## src/design/r2i_pkg.sv

```systemverilog
// ============================================================================
// r2i_pkg: shared constants and helpers for the RGBA to I420 flip converter
// Fixed-point coefficients (Q16), field widths and the clamp-and-floor helper.
// ============================================================================
package r2i_pkg;

    localparam int COEF_FRAC_BITS = 16;
    localparam int CHAN_W         = 8;
    localparam int POS_W          = 12;
    localparam int DIM_W          = 13;
    localparam int CFG_IDX_W      = 2;
    localparam int SUM_W          = 27;

    localparam logic [DIM_W-1:0] MAX_DIM = 13'd4096;

    // register indexes of the configuration port
    localparam logic [CFG_IDX_W-1:0] REG_FRAME_WIDTH  = 2'd0;
    localparam logic [CFG_IDX_W-1:0] REG_FRAME_HEIGHT = 2'd1;

    // reset values of the dimension registers
    localparam logic [DIM_W-1:0] FRAME_WIDTH_RST  = 13'd960;
    localparam logic [DIM_W-1:0] FRAME_HEIGHT_RST = 13'd540;

    // Q16 coefficient magnitudes
    localparam logic signed [SUM_W-1:0] C_Y_R  = 27'sd13933;
    localparam logic signed [SUM_W-1:0] C_Y_G  = 27'sd46871;
    localparam logic signed [SUM_W-1:0] C_Y_B  = 27'sd4732;
    localparam logic signed [SUM_W-1:0] C_U_R  = 27'sd7510;
    localparam logic signed [SUM_W-1:0] C_U_G  = 27'sd25258;
    localparam logic signed [SUM_W-1:0] C_UV_H = 27'sd32768;
    localparam logic signed [SUM_W-1:0] C_V_G  = 27'sd29767;
    localparam logic signed [SUM_W-1:0] C_V_B  = 27'sd3001;

    // offsets 16 and 128 in the sum's fixed-point format
    localparam logic signed [SUM_W-1:0] OFS_Y  = 27'sd16 <<< COEF_FRAC_BITS;
    localparam logic signed [SUM_W-1:0] OFS_UV = 27'sd128 <<< COEF_FRAC_BITS;

    // one pixel waiting in the input stage, already placed in the frame
    typedef struct packed {
        logic [CHAN_W-1:0] red;
        logic [CHAN_W-1:0] green;
        logic [CHAN_W-1:0] blue;
        logic [POS_W-1:0]  col;
        logic [POS_W-1:0]  row;
        logic              chroma_en;
        logic              last;
    } pix_t;

    // negative gives 0; otherwise floor, then saturate at 255
    function automatic logic [CHAN_W-1:0] sat_floor(input logic signed [SUM_W-1:0] s);
        logic [CHAN_W-1:0] q;
        q = s[COEF_FRAC_BITS+CHAN_W-1:COEF_FRAC_BITS];
        if (s[SUM_W-1])
            return '0;
        else if (|s[SUM_W-2:COEF_FRAC_BITS+CHAN_W])
            return '1;
        else
            return q;
    endfunction

endpackage

```

## src/design/rgba_to_i420_flip_converter.sv

```systemverilog
// ============================================================================
// rgba_to_i420_flip_converter: RGB pixel stream to Y/U/V with vertical flip
// Places each pixel by column and source row, flips the row, and produces
// BT.709 luma per pixel and point-sampled 4:2:0 chroma (full-range weights).
// ============================================================================
//
// Usage:
//   Input channel  (in_valid / in_stall): one request carries one source
//   pixel (red, green, blue) in memory order, source rows bottom-up.
//   Output channel (out_valid / out_stall): one request per pixel with luma,
//   chroma_valid, chroma_u, chroma_v, out_col, out_row and frame_last.
//   Config channel (cfg_valid / cfg_ready, cfg_index, cfg_data): index 0
//   is frame_width, index 1 is frame_height; cfg_ready is always high.
//   Any write to a known register restarts the frame at pixel 0; writes to
//   other indexes are dropped. Write only while the block is idle.
// Stages and rate:
//   Two register stages: an input stage that holds the placed pixel and a
//   result stage that holds the converted sample. An accepted pixel moves
//   from the input stage into the result stage and on to the output; one
//   pixel is taken per cycle unless a full pipeline is held by out_stall;
//   the constant-coefficient multiply-add between the stages sets the clock period.
// Reset and stall:
//   Reset empties both stages, clears the counters and loads 960 x 540.
//   While out_stall is high a full result stage holds; the input stage still
//   fills, so in_stall rises only once both stages are full.
//
module rgba_to_i420_flip_converter
(
    input  logic                               clk,
    input  logic                               rst_n,

    input  logic                               in_valid,
    output logic                               in_stall,
    input  logic [r2i_pkg::CHAN_W-1:0]         red,
    input  logic [r2i_pkg::CHAN_W-1:0]         green,
    input  logic [r2i_pkg::CHAN_W-1:0]         blue,

    output logic                               out_valid,
    input  logic                               out_stall,
    output logic [r2i_pkg::CHAN_W-1:0]         luma,
    output logic                               chroma_valid,
    output logic [r2i_pkg::CHAN_W-1:0]         chroma_u,
    output logic [r2i_pkg::CHAN_W-1:0]         chroma_v,
    output logic [r2i_pkg::POS_W-1:0]          out_col,
    output logic [r2i_pkg::POS_W-1:0]          out_row,
    output logic                               frame_last,

    input  logic                               cfg_valid,
    output logic                               cfg_ready,
    input  logic [r2i_pkg::CFG_IDX_W-1:0]      cfg_index,
    input  logic [r2i_pkg::DIM_W-1:0]          cfg_data
);

    // ------------------------------------------------------------------
    // configuration registers and pixel counters
    // ------------------------------------------------------------------
    logic [r2i_pkg::DIM_W-1:0] frame_width_reg;
    logic [r2i_pkg::DIM_W-1:0] frame_height_reg;
    logic [r2i_pkg::POS_W-1:0] col_reg;
    logic [r2i_pkg::POS_W-1:0] col_next;
    logic [r2i_pkg::POS_W-1:0] srow_reg;
    logic [r2i_pkg::POS_W-1:0] srow_next;

    logic [r2i_pkg::DIM_W-1:0] width_eff;
    logic [r2i_pkg::DIM_W-1:0] height_eff;
    logic [r2i_pkg::DIM_W-1:0] col_cur;
    logic [r2i_pkg::DIM_W-1:0] srow_cur;
    logic [r2i_pkg::DIM_W-1:0] col_inc;
    logic [r2i_pkg::DIM_W-1:0] srow_inc;
    logic [r2i_pkg::DIM_W-1:0] orow;
    logic                      last_col;
    logic                      last_row;
    logic                      cfg_hit;

    // ------------------------------------------------------------------
    // pipeline stages
    // ------------------------------------------------------------------
    r2i_pkg::pix_t             pix_reg;
    r2i_pkg::pix_t             pix_next;
    logic                      pix_valid_reg;
    logic                      res_load;
    logic                      pix_load;
    logic                      in_accept;

    logic signed [r2i_pkg::SUM_W-1:0] r_s;
    logic signed [r2i_pkg::SUM_W-1:0] g_s;
    logic signed [r2i_pkg::SUM_W-1:0] b_s;
    logic signed [r2i_pkg::SUM_W-1:0] y_sum;
    logic signed [r2i_pkg::SUM_W-1:0] u_sum;
    logic signed [r2i_pkg::SUM_W-1:0] v_sum;

    logic                          out_valid_reg;
    logic [r2i_pkg::CHAN_W-1:0]    luma_reg;
    logic [r2i_pkg::CHAN_W-1:0]    luma_next;
    logic                          chroma_valid_reg;
    logic [r2i_pkg::CHAN_W-1:0]    chroma_u_reg;
    logic [r2i_pkg::CHAN_W-1:0]    chroma_u_next;
    logic [r2i_pkg::CHAN_W-1:0]    chroma_v_reg;
    logic [r2i_pkg::CHAN_W-1:0]    chroma_v_next;
    logic [r2i_pkg::POS_W-1:0]     out_col_reg;
    logic [r2i_pkg::POS_W-1:0]     out_row_reg;
    logic                          frame_last_reg;

    assign cfg_ready = 1'b1;
    assign cfg_hit   = cfg_valid && cfg_ready &&
                       (cfg_index == r2i_pkg::REG_FRAME_WIDTH ||
                        cfg_index == r2i_pkg::REG_FRAME_HEIGHT);

    // Treat a zero dimension as 1 and saturate large ones at the maximum.
    always_comb
    begin
        if (frame_width_reg == '0)
            width_eff = r2i_pkg::DIM_W'(1);
        else if (frame_width_reg > r2i_pkg::MAX_DIM)
            width_eff = r2i_pkg::MAX_DIM;
        else
            width_eff = frame_width_reg;

        if (frame_height_reg == '0)
            height_eff = r2i_pkg::DIM_W'(1);
        else if (frame_height_reg > r2i_pkg::MAX_DIM)
            height_eff = r2i_pkg::MAX_DIM;
        else
            height_eff = frame_height_reg;
    end

    // Place the pixel at the head of the input channel.
    always_comb
    begin
        col_cur  = {1'b0, col_reg};
        srow_cur = {1'b0, srow_reg};
        if (col_cur >= width_eff)
            col_cur = width_eff - r2i_pkg::DIM_W'(1);
        if (srow_cur >= height_eff)
            srow_cur = height_eff - r2i_pkg::DIM_W'(1);
        col_inc  = col_cur + r2i_pkg::DIM_W'(1);
        srow_inc = srow_cur + r2i_pkg::DIM_W'(1);
        orow     = height_eff - r2i_pkg::DIM_W'(1) - srow_cur;
        last_col = col_inc >= width_eff;
        last_row = srow_inc >= height_eff;
    end

    // Advance on every accepted pixel and wrap at row/frame end; cfg_hit clears.
    always_comb
    begin
        col_next  = col_reg;
        srow_next = srow_reg;
        if (cfg_hit)
        begin
            col_next  = '0;
            srow_next = '0;
        end
        else if (in_accept)
        begin
            if (last_col)
            begin
                col_next  = '0;
                srow_next = last_row ? '0 : srow_inc[r2i_pkg::POS_W-1:0];
            end
            else
            begin
                col_next  = col_inc[r2i_pkg::POS_W-1:0];
                srow_next = srow_cur[r2i_pkg::POS_W-1:0];
            end
        end
    end

    // Stage handshake: the result stage loads when empty or draining, the
    // input stage loads when empty or moving into the result stage.
    assign res_load  = !out_valid_reg || !out_stall;
    assign pix_load  = !pix_valid_reg || res_load;
    assign in_stall  = !pix_load;
    assign in_accept = in_valid && !in_stall;

    always_comb
    begin
        pix_next.red       = red;
        pix_next.green     = green;
        pix_next.blue      = blue;
        pix_next.col       = col_cur[r2i_pkg::POS_W-1:0];
        pix_next.row       = orow[r2i_pkg::POS_W-1:0];
        pix_next.chroma_en = !col_cur[0] && !orow[0];
        pix_next.last      = last_col && last_row;
    end

    // ------------------------------------------------------------------
    // color conversion: Q16 multiply-add, then clamp and floor
    // ------------------------------------------------------------------
    assign r_s = $signed({{(r2i_pkg::SUM_W-r2i_pkg::CHAN_W){1'b0}}, pix_reg.red});
    assign g_s = $signed({{(r2i_pkg::SUM_W-r2i_pkg::CHAN_W){1'b0}}, pix_reg.green});
    assign b_s = $signed({{(r2i_pkg::SUM_W-r2i_pkg::CHAN_W){1'b0}}, pix_reg.blue});

    assign y_sum = r2i_pkg::OFS_Y + r2i_pkg::C_Y_R * r_s + r2i_pkg::C_Y_G * g_s
                 + r2i_pkg::C_Y_B * b_s;
    assign u_sum = r2i_pkg::OFS_UV - r2i_pkg::C_U_R * r_s - r2i_pkg::C_U_G * g_s
                 + r2i_pkg::C_UV_H * b_s;
    assign v_sum = r2i_pkg::OFS_UV + r2i_pkg::C_UV_H * r_s - r2i_pkg::C_V_G * g_s
                 - r2i_pkg::C_V_B * b_s;

    // Drop chroma on odd columns or odd output rows.
    assign luma_next     = r2i_pkg::sat_floor(y_sum);
    assign chroma_u_next = pix_reg.chroma_en ? r2i_pkg::sat_floor(u_sum) : '0;
    assign chroma_v_next = pix_reg.chroma_en ? r2i_pkg::sat_floor(v_sum) : '0;

    // ------------------------------------------------------------------
    // registers
    // ------------------------------------------------------------------
    always_ff @(posedge clk or negedge rst_n)
    begin
        if (!rst_n)
        begin
            frame_width_reg  <= r2i_pkg::FRAME_WIDTH_RST;
            frame_height_reg <= r2i_pkg::FRAME_HEIGHT_RST;
            col_reg          <= '0;
            srow_reg         <= '0;
            pix_valid_reg    <= 1'b0;
            out_valid_reg    <= 1'b0;
        end
        else
        begin
            if (cfg_valid && cfg_ready && cfg_index == r2i_pkg::REG_FRAME_WIDTH)
                frame_width_reg <= cfg_data;
            if (cfg_valid && cfg_ready && cfg_index == r2i_pkg::REG_FRAME_HEIGHT)
                frame_height_reg <= cfg_data;
            col_reg  <= col_next;
            srow_reg <= srow_next;
            if (pix_load)
                pix_valid_reg <= in_valid;
            if (res_load)
                out_valid_reg <= pix_valid_reg;
        end
    end

    // payload: hold while the stage cannot advance
    always_ff @(posedge clk)
    begin
        if (in_accept)
            pix_reg <= pix_next;
        if (res_load && pix_valid_reg)
        begin
            luma_reg         <= luma_next;
            chroma_valid_reg <= pix_reg.chroma_en;
            chroma_u_reg     <= chroma_u_next;
            chroma_v_reg     <= chroma_v_next;
            out_col_reg      <= pix_reg.col;
            out_row_reg      <= pix_reg.row;
            frame_last_reg   <= pix_reg.last;
        end
    end

    assign out_valid    = out_valid_reg;
    assign luma         = luma_reg;
    assign chroma_valid = chroma_valid_reg;
    assign chroma_u     = chroma_u_reg;
    assign chroma_v     = chroma_v_reg;
    assign out_col      = out_col_reg;
    assign out_row      = out_row_reg;
    assign frame_last   = frame_last_reg;

    // ------------------------------------------------------------------
    // assertions
    // ------------------------------------------------------------------
    a_chroma_even: assert property (@(posedge clk) disable iff (!rst_n)
        out_valid && chroma_valid |-> !out_col[0] && !out_row[0])
        else $error("chroma on an odd position");

    a_chroma_zero: assert property (@(posedge clk) disable iff (!rst_n)
        out_valid && !chroma_valid |-> chroma_u == '0 && chroma_v == '0)
        else $error("chroma not cleared on a luma-only pixel");

    a_last_top_row: assert property (@(posedge clk) disable iff (!rst_n)
        out_valid && frame_last |-> out_row == '0)
        else $error("frame end not on output row 0");

    a_stall_full: assert property (@(posedge clk) disable iff (!rst_n)
        in_stall |-> pix_valid_reg && out_valid_reg && out_stall)
        else $error("input stalled while a stage is free");

endmodule
```

## config.mk

```make
export PLATFORM = sky130hd
export DESIGN_NAME = rgba_to_i420_flip_converter
export DESIGN_NICKNAME = d
export VERILOG_FILES = /design/src/design/r2i_pkg.sv /design/src/design/rgba_to_i420_flip_converter.sv
export SDC_FILE = /design/constraint.sdc
export NUM_CORES = 1
export LEC_CHECK = 0
export ABC_AREA = 1
export BUFFER_PORTS_ARGS = -buffer_cell sky130_fd_sc_hd__buf_2
export CORE_UTILIZATION = 25
export CTS_BUF_LIST = sky130_fd_sc_hd__clkbuf_2
export CTS_CLUSTER_DIAMETER = 40
export DETAILED_ROUTE_END_ITERATION = 12
export REMOVE_ABC_BUFFERS = 1
export SYNTH_ARGS = -nofsm -noshare
export SYNTH_HDL_FRONTEND = slang
export SYNTH_SLANG_ARGS = --single-unit
```

## constraint.sdc

```tcl
create_clock -name clk -period 9.9 [get_ports clk]
set_input_delay 0.99 -clock clk [delete_from_list [all_inputs] [get_ports clk]]
set_output_delay 0.99 -clock clk [all_outputs]
set_load 0.05 [all_outputs]
```

==> results of run 1 <==
==> stage by stage <==
stage | hold WS (ns) | area (µm²) | util | instances
after global routing | 0.0710 | 27800 | 0.278 | 4439
after detailed placement | 0.406 | 27300 | 0.273 | 4384
final | 0.177 | 27800 | 0.278 | 4439
after floorplan | 0.400 | 25100 | - | 2978
after global placement | 0.405 | 27300 | 0.273 | 4384
after CTS | 0.0219 | 27700 | 0.277 | 4436
==> critical path, delay by kind of cell, from the launching register on <==
| kind | cells | cell delay [ns] |
|---|---|---|
| XOR/XNOR | 1 | 0.15 |
| adder cells (fa/ha/maj) | 11 | 4.97 |
| flip-flops | 1 | 0.63 |
| AND/OR/NAND/NOR | 4 | 0.48 |
| buffers and inverters | 7 | 0.80 |
| AO/OA/AOI/OAI | 7 | 1.95 |
==> area by class of cell <==
class,instances,area share
Sequential cell,152,0.155
Clock buffer,17,0.00307
Multi-Input combinational cell,2153,0.658
Clock inverter,15,0.00582
Tap cell,1298,0.0585
Antenna cell,3,0.000270
Timing Repair Buffer,128,0.0279
Inverter,673,0.0912
==> synth_stat cells, types with 3 or more instances <==
master	instances	area, µm²
or2_2	16	100
nand3_2	10	100
o211ai_1	14	105
a21o_1	16	120
inv_1	664	2490
nand3b_1	6	45.0
inv_2	7	26.3
dfstp_2	8	210
a31oi_1	9	56.3
nand2_2	17	106
xor2_1	77	674
clkbuf_1	8	30.0
fa_1	254	5080
a211oi_1	5	37.5
a21oi_1	184	921
buf_4	3	22.5
o21bai_1	10	75.1
dfrtp_1	44	1100
o21a_1	5	37.5
o21ai_0	118	591
ha_1	456	5710
nand2_1	497	1870
nor2_4	3	33.8
nand3_1	121	606
edfxtp_1	100	3000
buf_6	3	33.8
nor2_1	167	627
nand3_4	3	52.6
o31ai_1	5	37.5
xnor2_1	38	333
o41ai_1	5	43.8
nor2_2	13	81.3
nor3_1	19	95.1
nor3_2	3	30.0
nand4_1	37	231
xor2_2	3	48.8
o21ai_1	8	40.0
==> layer usage <==
layer / share of wire / vias to the layer above / global-route usage / wire length, µm
li1: - / 9871 / - / -
met1: 0.46 / 9319 / 0.187 / 32400
met2: 0.47 / 380 / 0.235 / 33000
met3: 0.051 / 65 / 0.0275 / 3540
met4: 0.016 / 0 / 0.0356 / 1150
met5: 0 / - / 0 / 0
==> logic make-up (layout without fill, tap and decap cells) <==
family / Yosys count / in the layout / share of synthesized area
xor gates and xnor gates: 121 / 121 / 0.0452
buffers and inverters: 690 / 833 / 0.105
and+or+nand+nor: 927 / 927 / 0.163
adders and majority gates: 710 / 710 / 0.428
other: 2 / 5 / 0.000298
DFF: 152 / 152 / 0.171
AOI/OAI and AO/OA: 393 / 393 / 0.0869
==> how the worst max path moves through the flow <==
| stage | endpoint | from | slack (ns) | cells past startpoint |
|---|---|---|---|---|
| 2_1_floorplan | luma[0]$_SDFFCE_PP1P_ | b_s[5]$_DFFE_PP_ | 1.61 | 30 |
| 3_3_place_gp | luma[2]$_SDFFCE_PP1P_ | b_s[5]$_DFFE_PP_ | 0.85 | 31 |
| 3_5_place_dp | luma[2]$_SDFFCE_PP1P_ | b_s[5]$_DFFE_PP_ | 0.73 | 31 |
| 4_1_cts | luma[0]$_SDFFCE_PP1P_ | b_s[5]$_DFFE_PP_ | 0.74 | 31 |
| 5_1_grt | luma[0]$_SDFFCE_PP1P_ | b_s[5]$_DFFE_PP_ | 0.08 | 31 |
| 6_report | luma[0]$_SDFFCE_PP1P_ | b_s[5]$_DFFE_PP_ | 0.79 | 30 |
==> timing repair <==
action	CTS	global route
hold buffers	20	0
endpoints found under the hold margin	61	0
endpoints found under the setup margin	0	0
==> out/results.tsv, run 1 <==
metric	value	unit
drcViolationCount	0	
fin_crit_sh	0.921	
cp_common_cell	fa_1	
cts.htree.levels	4	
hpwl	59200	µm
routedWlPerCell	15.8	µm
rows	116	
synthFlopType	edfxtp_1	
holdPathEnd	b_s[0]$_DFFE_PP_	
cp_max_fo	8	
hp-class	input pin to register	
drtPass1Iterations	5	
synth-seq-cells	152	
synth_warnings	0	
area_growth	10.1	%
antenna_found_initial	2	
drtIter0Drc	1032	
finalWirelength	70100	µm
slowest_stage	a2111oi_1	
ant_nets	0	
synth_seq_area_share	0.171	
worst_pin_slew	1.14	ns
critPathArrivalTime	9.97	ns
multi_input_area	0.0183	mm²
dp_worst_setup_slack	0.733	ns
mappedNetlistArea	0.0252	mm²
startpoint_type	register	
crit_type	register to register	
io_pins	97	
finalSetupViolCount	0	
synth_edf_count	100	
io_buffers	95	
hold_violations	0	
r2r_end	luma[0]$_SDFFCE_PP1P_	
final_max_slew_viol_count	0	
clk_pin_slew_worst_paths	0.31	ns
start_util	0.252	
largest_reg_flops	34	
finalClockSkew	0.113	ns
synth_cell_types	64	
dieArea	0.102	mm²
maxCapViolCount	0	
crit_path_max_incr_delay	0.89	ns
clock-root-buffer	clkbuf_2	
grt_max_degree	53	
reg2regPathDepth	30	
layout.nets	3879	
drive_gt1_frac	0.0771	
whs_path_depth	1	
cts_made_buffers	17	
relSlewSlack	0.234	
die_y	320	µm
timing.final.ws_setup	0.785	ns
core_area	0.100	mm²
cts_setup_buffers	0	
overflow	0	
clock_latency	1.10	ns
first_global_vias	20100	
fp.dieW	320	µm
seq_area	0.00431	mm²
grt_usage	0.141	
cts_buffer_depth	2	
rsz0062_at_grt	no	
hold_start	blue[0]	
cp-end-kind	register	
fillCellCount	10700	
final_common_cell	inv_1	
vias	19600	
cts.sink_count	152	
gp_congestion	0.949	
layout_common_cells	inv_1 (663), nand2_1 (497), ha_1 (456)	
syn_avg_cell_area	8.41	µm²
synthCells	2995	
async_reset_ff_frac	0.342	
finalSetupTns	0	ns
cts_tree	yes	
r2r_slack	0.79	ns
r2r-start	b_s[5]$_DFFE_PP_	
fin_crit	9.11	ns
status	complete, no violations	
ctsResizeCount	0	
fmax	0.110	GHz
grt_first_pass_wirelength	111000	µm
vias_per_cell	4.42	
required	10.76	ns
Power of run 1 is not shown: default switching activity piles up to over one toggle a cycle in this logic, so the estimate is an artifact.
==> run 2: changes to the inputs <==
==> constraint.sdc (replaced) <==
create_clock -name clk -period 10.8 [get_ports clk]
set_input_delay 1.08 -clock clk [delete_from_list [all_inputs] [get_ports clk]]
set_output_delay 1.08 -clock clk [all_outputs]
set_load 0.05 [all_outputs]
==> run 2 against run 1 <==
Against the previous run: via count is 0.14% higher; critical endpoint is now luma[2]$_SDFFCE_PP1P_; sequential share of layout area is 0.10 points higher; final area is 0.66% lower; highest routed layer unchanged; sequential cell count stayed put.
==> out/results.tsv, run 2 (synthesized netlist as in run 1, its figures left out) <==
metric	value	unit	change
status	complete, no violations		
cts_setup_buffers	0		unchanged
cts_tree	yes		
start_util	0.252		unchanged
required	11.69	ns	+0.93 ns
fin_crit_sh	0.838		-0.0823
cp_common_cell	fa_1		
clock-root-buffer	clkbuf_2		
cts.htree.levels	4		unchanged
rsz0062_at_grt	no		
dieArea	0.102	mm²	unchanged
fp.dieW	320	µm	unchanged
die_y	320	µm	unchanged
clock_latency	1.06	ns	-0.04 ns
ctsResizeCount	0		unchanged
finalClockSkew	0.0796	ns	-0.0336 ns
hp-class	input pin to async pin		
slowest_stage	a2111oi_1		
io_buffers	95		unchanged
gp_congestion	0.946		-0.25%
fin_crit	9.05	ns	-0.0597 ns
worst_pin_slew	1.16	ns	+0.0199 ns
relSlewSlack	0.221		-0.0133
grt_usage	0.142		+0.000580
crit_path_max_incr_delay	0.82	ns	-0.07 ns
vias_per_cell	4.45		+0.60%
startpoint_type	register		
hold_violations	0		unchanged
fmax	0.110	GHz	+0.66%
cts_buffer_depth	2		unchanged
drcViolationCount	0		unchanged
first_global_vias	20100		+0.13%
finalSetupViolCount	0		unchanged
io_pins	97		unchanged
layout_common_cells	inv_1 (663), nand2_1 (497), ha_1 (456)		
finalWirelength	69700	µm	-0.50%
antenna_found_initial	2		unchanged
clk_pin_slew_worst_paths	0.37	ns	+0.06 ns
critPathArrivalTime	9.94	ns	-0.03 ns
cp-end-kind	register		
area_growth	9.40	%	
final_max_slew_viol_count	0		unchanged
routedWlPerCell	15.8	µm	about the same
layout.nets	3859		-0.52%
final_common_cell	inv_1		
rows	116		unchanged
drtPass1Iterations	6		+1
cp_max_fo	8		unchanged
finalSetupTns	0	ns	unchanged
cts.sink_count	152		unchanged
maxCapViolCount	0		unchanged
ant_nets	0		unchanged
hpwl	59000	µm	-0.26%
vias	19700		+0.14%
cts_made_buffers	17		unchanged
crit_type	register to register		
grt_max_degree	53		unchanged
core_area	0.100	mm²	unchanged
ctsHoldBuffers	0		-100%
grt_first_pass_wirelength	112000	µm	+0.63%
r2r_slack	1.75	ns	+0.96 ns
drtIter0Drc	1063		+3.0%
largest_reg_flops	34		unchanged
overflow	0		unchanged
drive_gt1_frac	0.0779		+0.000815
-- run 2: cell types whose count changed in the layout (fill, tap and decap cells not counted) --
cell	change
dlygate4sd3_1	-20
inv_8	+1
clkinv_4	+1
inv_6	-4
clkinv_2	-1
inv_4	+1
inv_12	+1
clkinv_1	-1
clkinv_8	+3
bufinv_16	-1
-- run 2: final cells by class --
cell class	instances	area [µm²]
fill	10800	72400
inverter	673	2530
tap	1298	1620
clock buffer	17	85.1
timing repair buffer	108	573
antenna	3	7.51
sequential	152	4310
multi-input combinational	2153	18300
clock inverter	15	179
-- run 2: metrics by stage --
| stage | cell area (µm²) | std cells | setup slack, ns | hold WS (ns) | util |
|---|---|---|---|---|---|
| after global placement | 27300 | 4384 | 1.76 | 0.404 | 0.273 |
| after CTS | 27600 | 4416 | 1.69 | 0.0102 | 0.276 |
| after global routing | 27600 | 4419 | 1.19 | 0.0125 | 0.276 |
| after detailed placement | 27300 | 4384 | 1.63 | 0.405 | 0.273 |
| final | 27600 | 4419 | 1.75 | 0.109 | 0.276 |
| after floorplan | 25100 | 2978 | 2.51 | 0.400 | - |
-- run 2: critical path: cells and delay by family, from the launching register on --
kind,cells,cell delay (ns)
buffers and inverters,7,0.79
xor gates and xnor gates,1,0.15
AOI/OAI and AO/OA,7,1.88
DFF,1,0.65
and+or+nand+nor,4,0.50
adders and majority gates,11,4.97
-- run 2: final timing paths --
check,from,endpoint,depth (start not counted)
max,b_s[5]$_DFFE_PP_,luma[2]$_SDFFCE_PP1P_,30
min in group clk,green[0],g_s[0]$_DFFE_PP_,1
max reg2reg,b_s[5]$_DFFE_PP_,luma[2]$_SDFFCE_PP1P_,30
min,rst_n,col_reg[2]$_DFFE_PN0P_,2
min reg2reg,pix_reg[15]$_DFFE_PP_,out_col[1]$_DFFE_PP_,0
max in group asynchronous,rst_n,col_reg[3]$_DFFE_PN0P_,2
-- run 2: layer usage --
layer / up-vias / share of wire / global-route usage
met1: 9359 / 0.46 / 0.190
li1: 9822 / - / -
met4: 0 / 0.019 / 0.0330
met5: - / 0 / 0
met3: 76 / 0.051 / 0.0282
met2: 406 / 0.47 / 0.234
Power of run 2 is left out for the same reason.
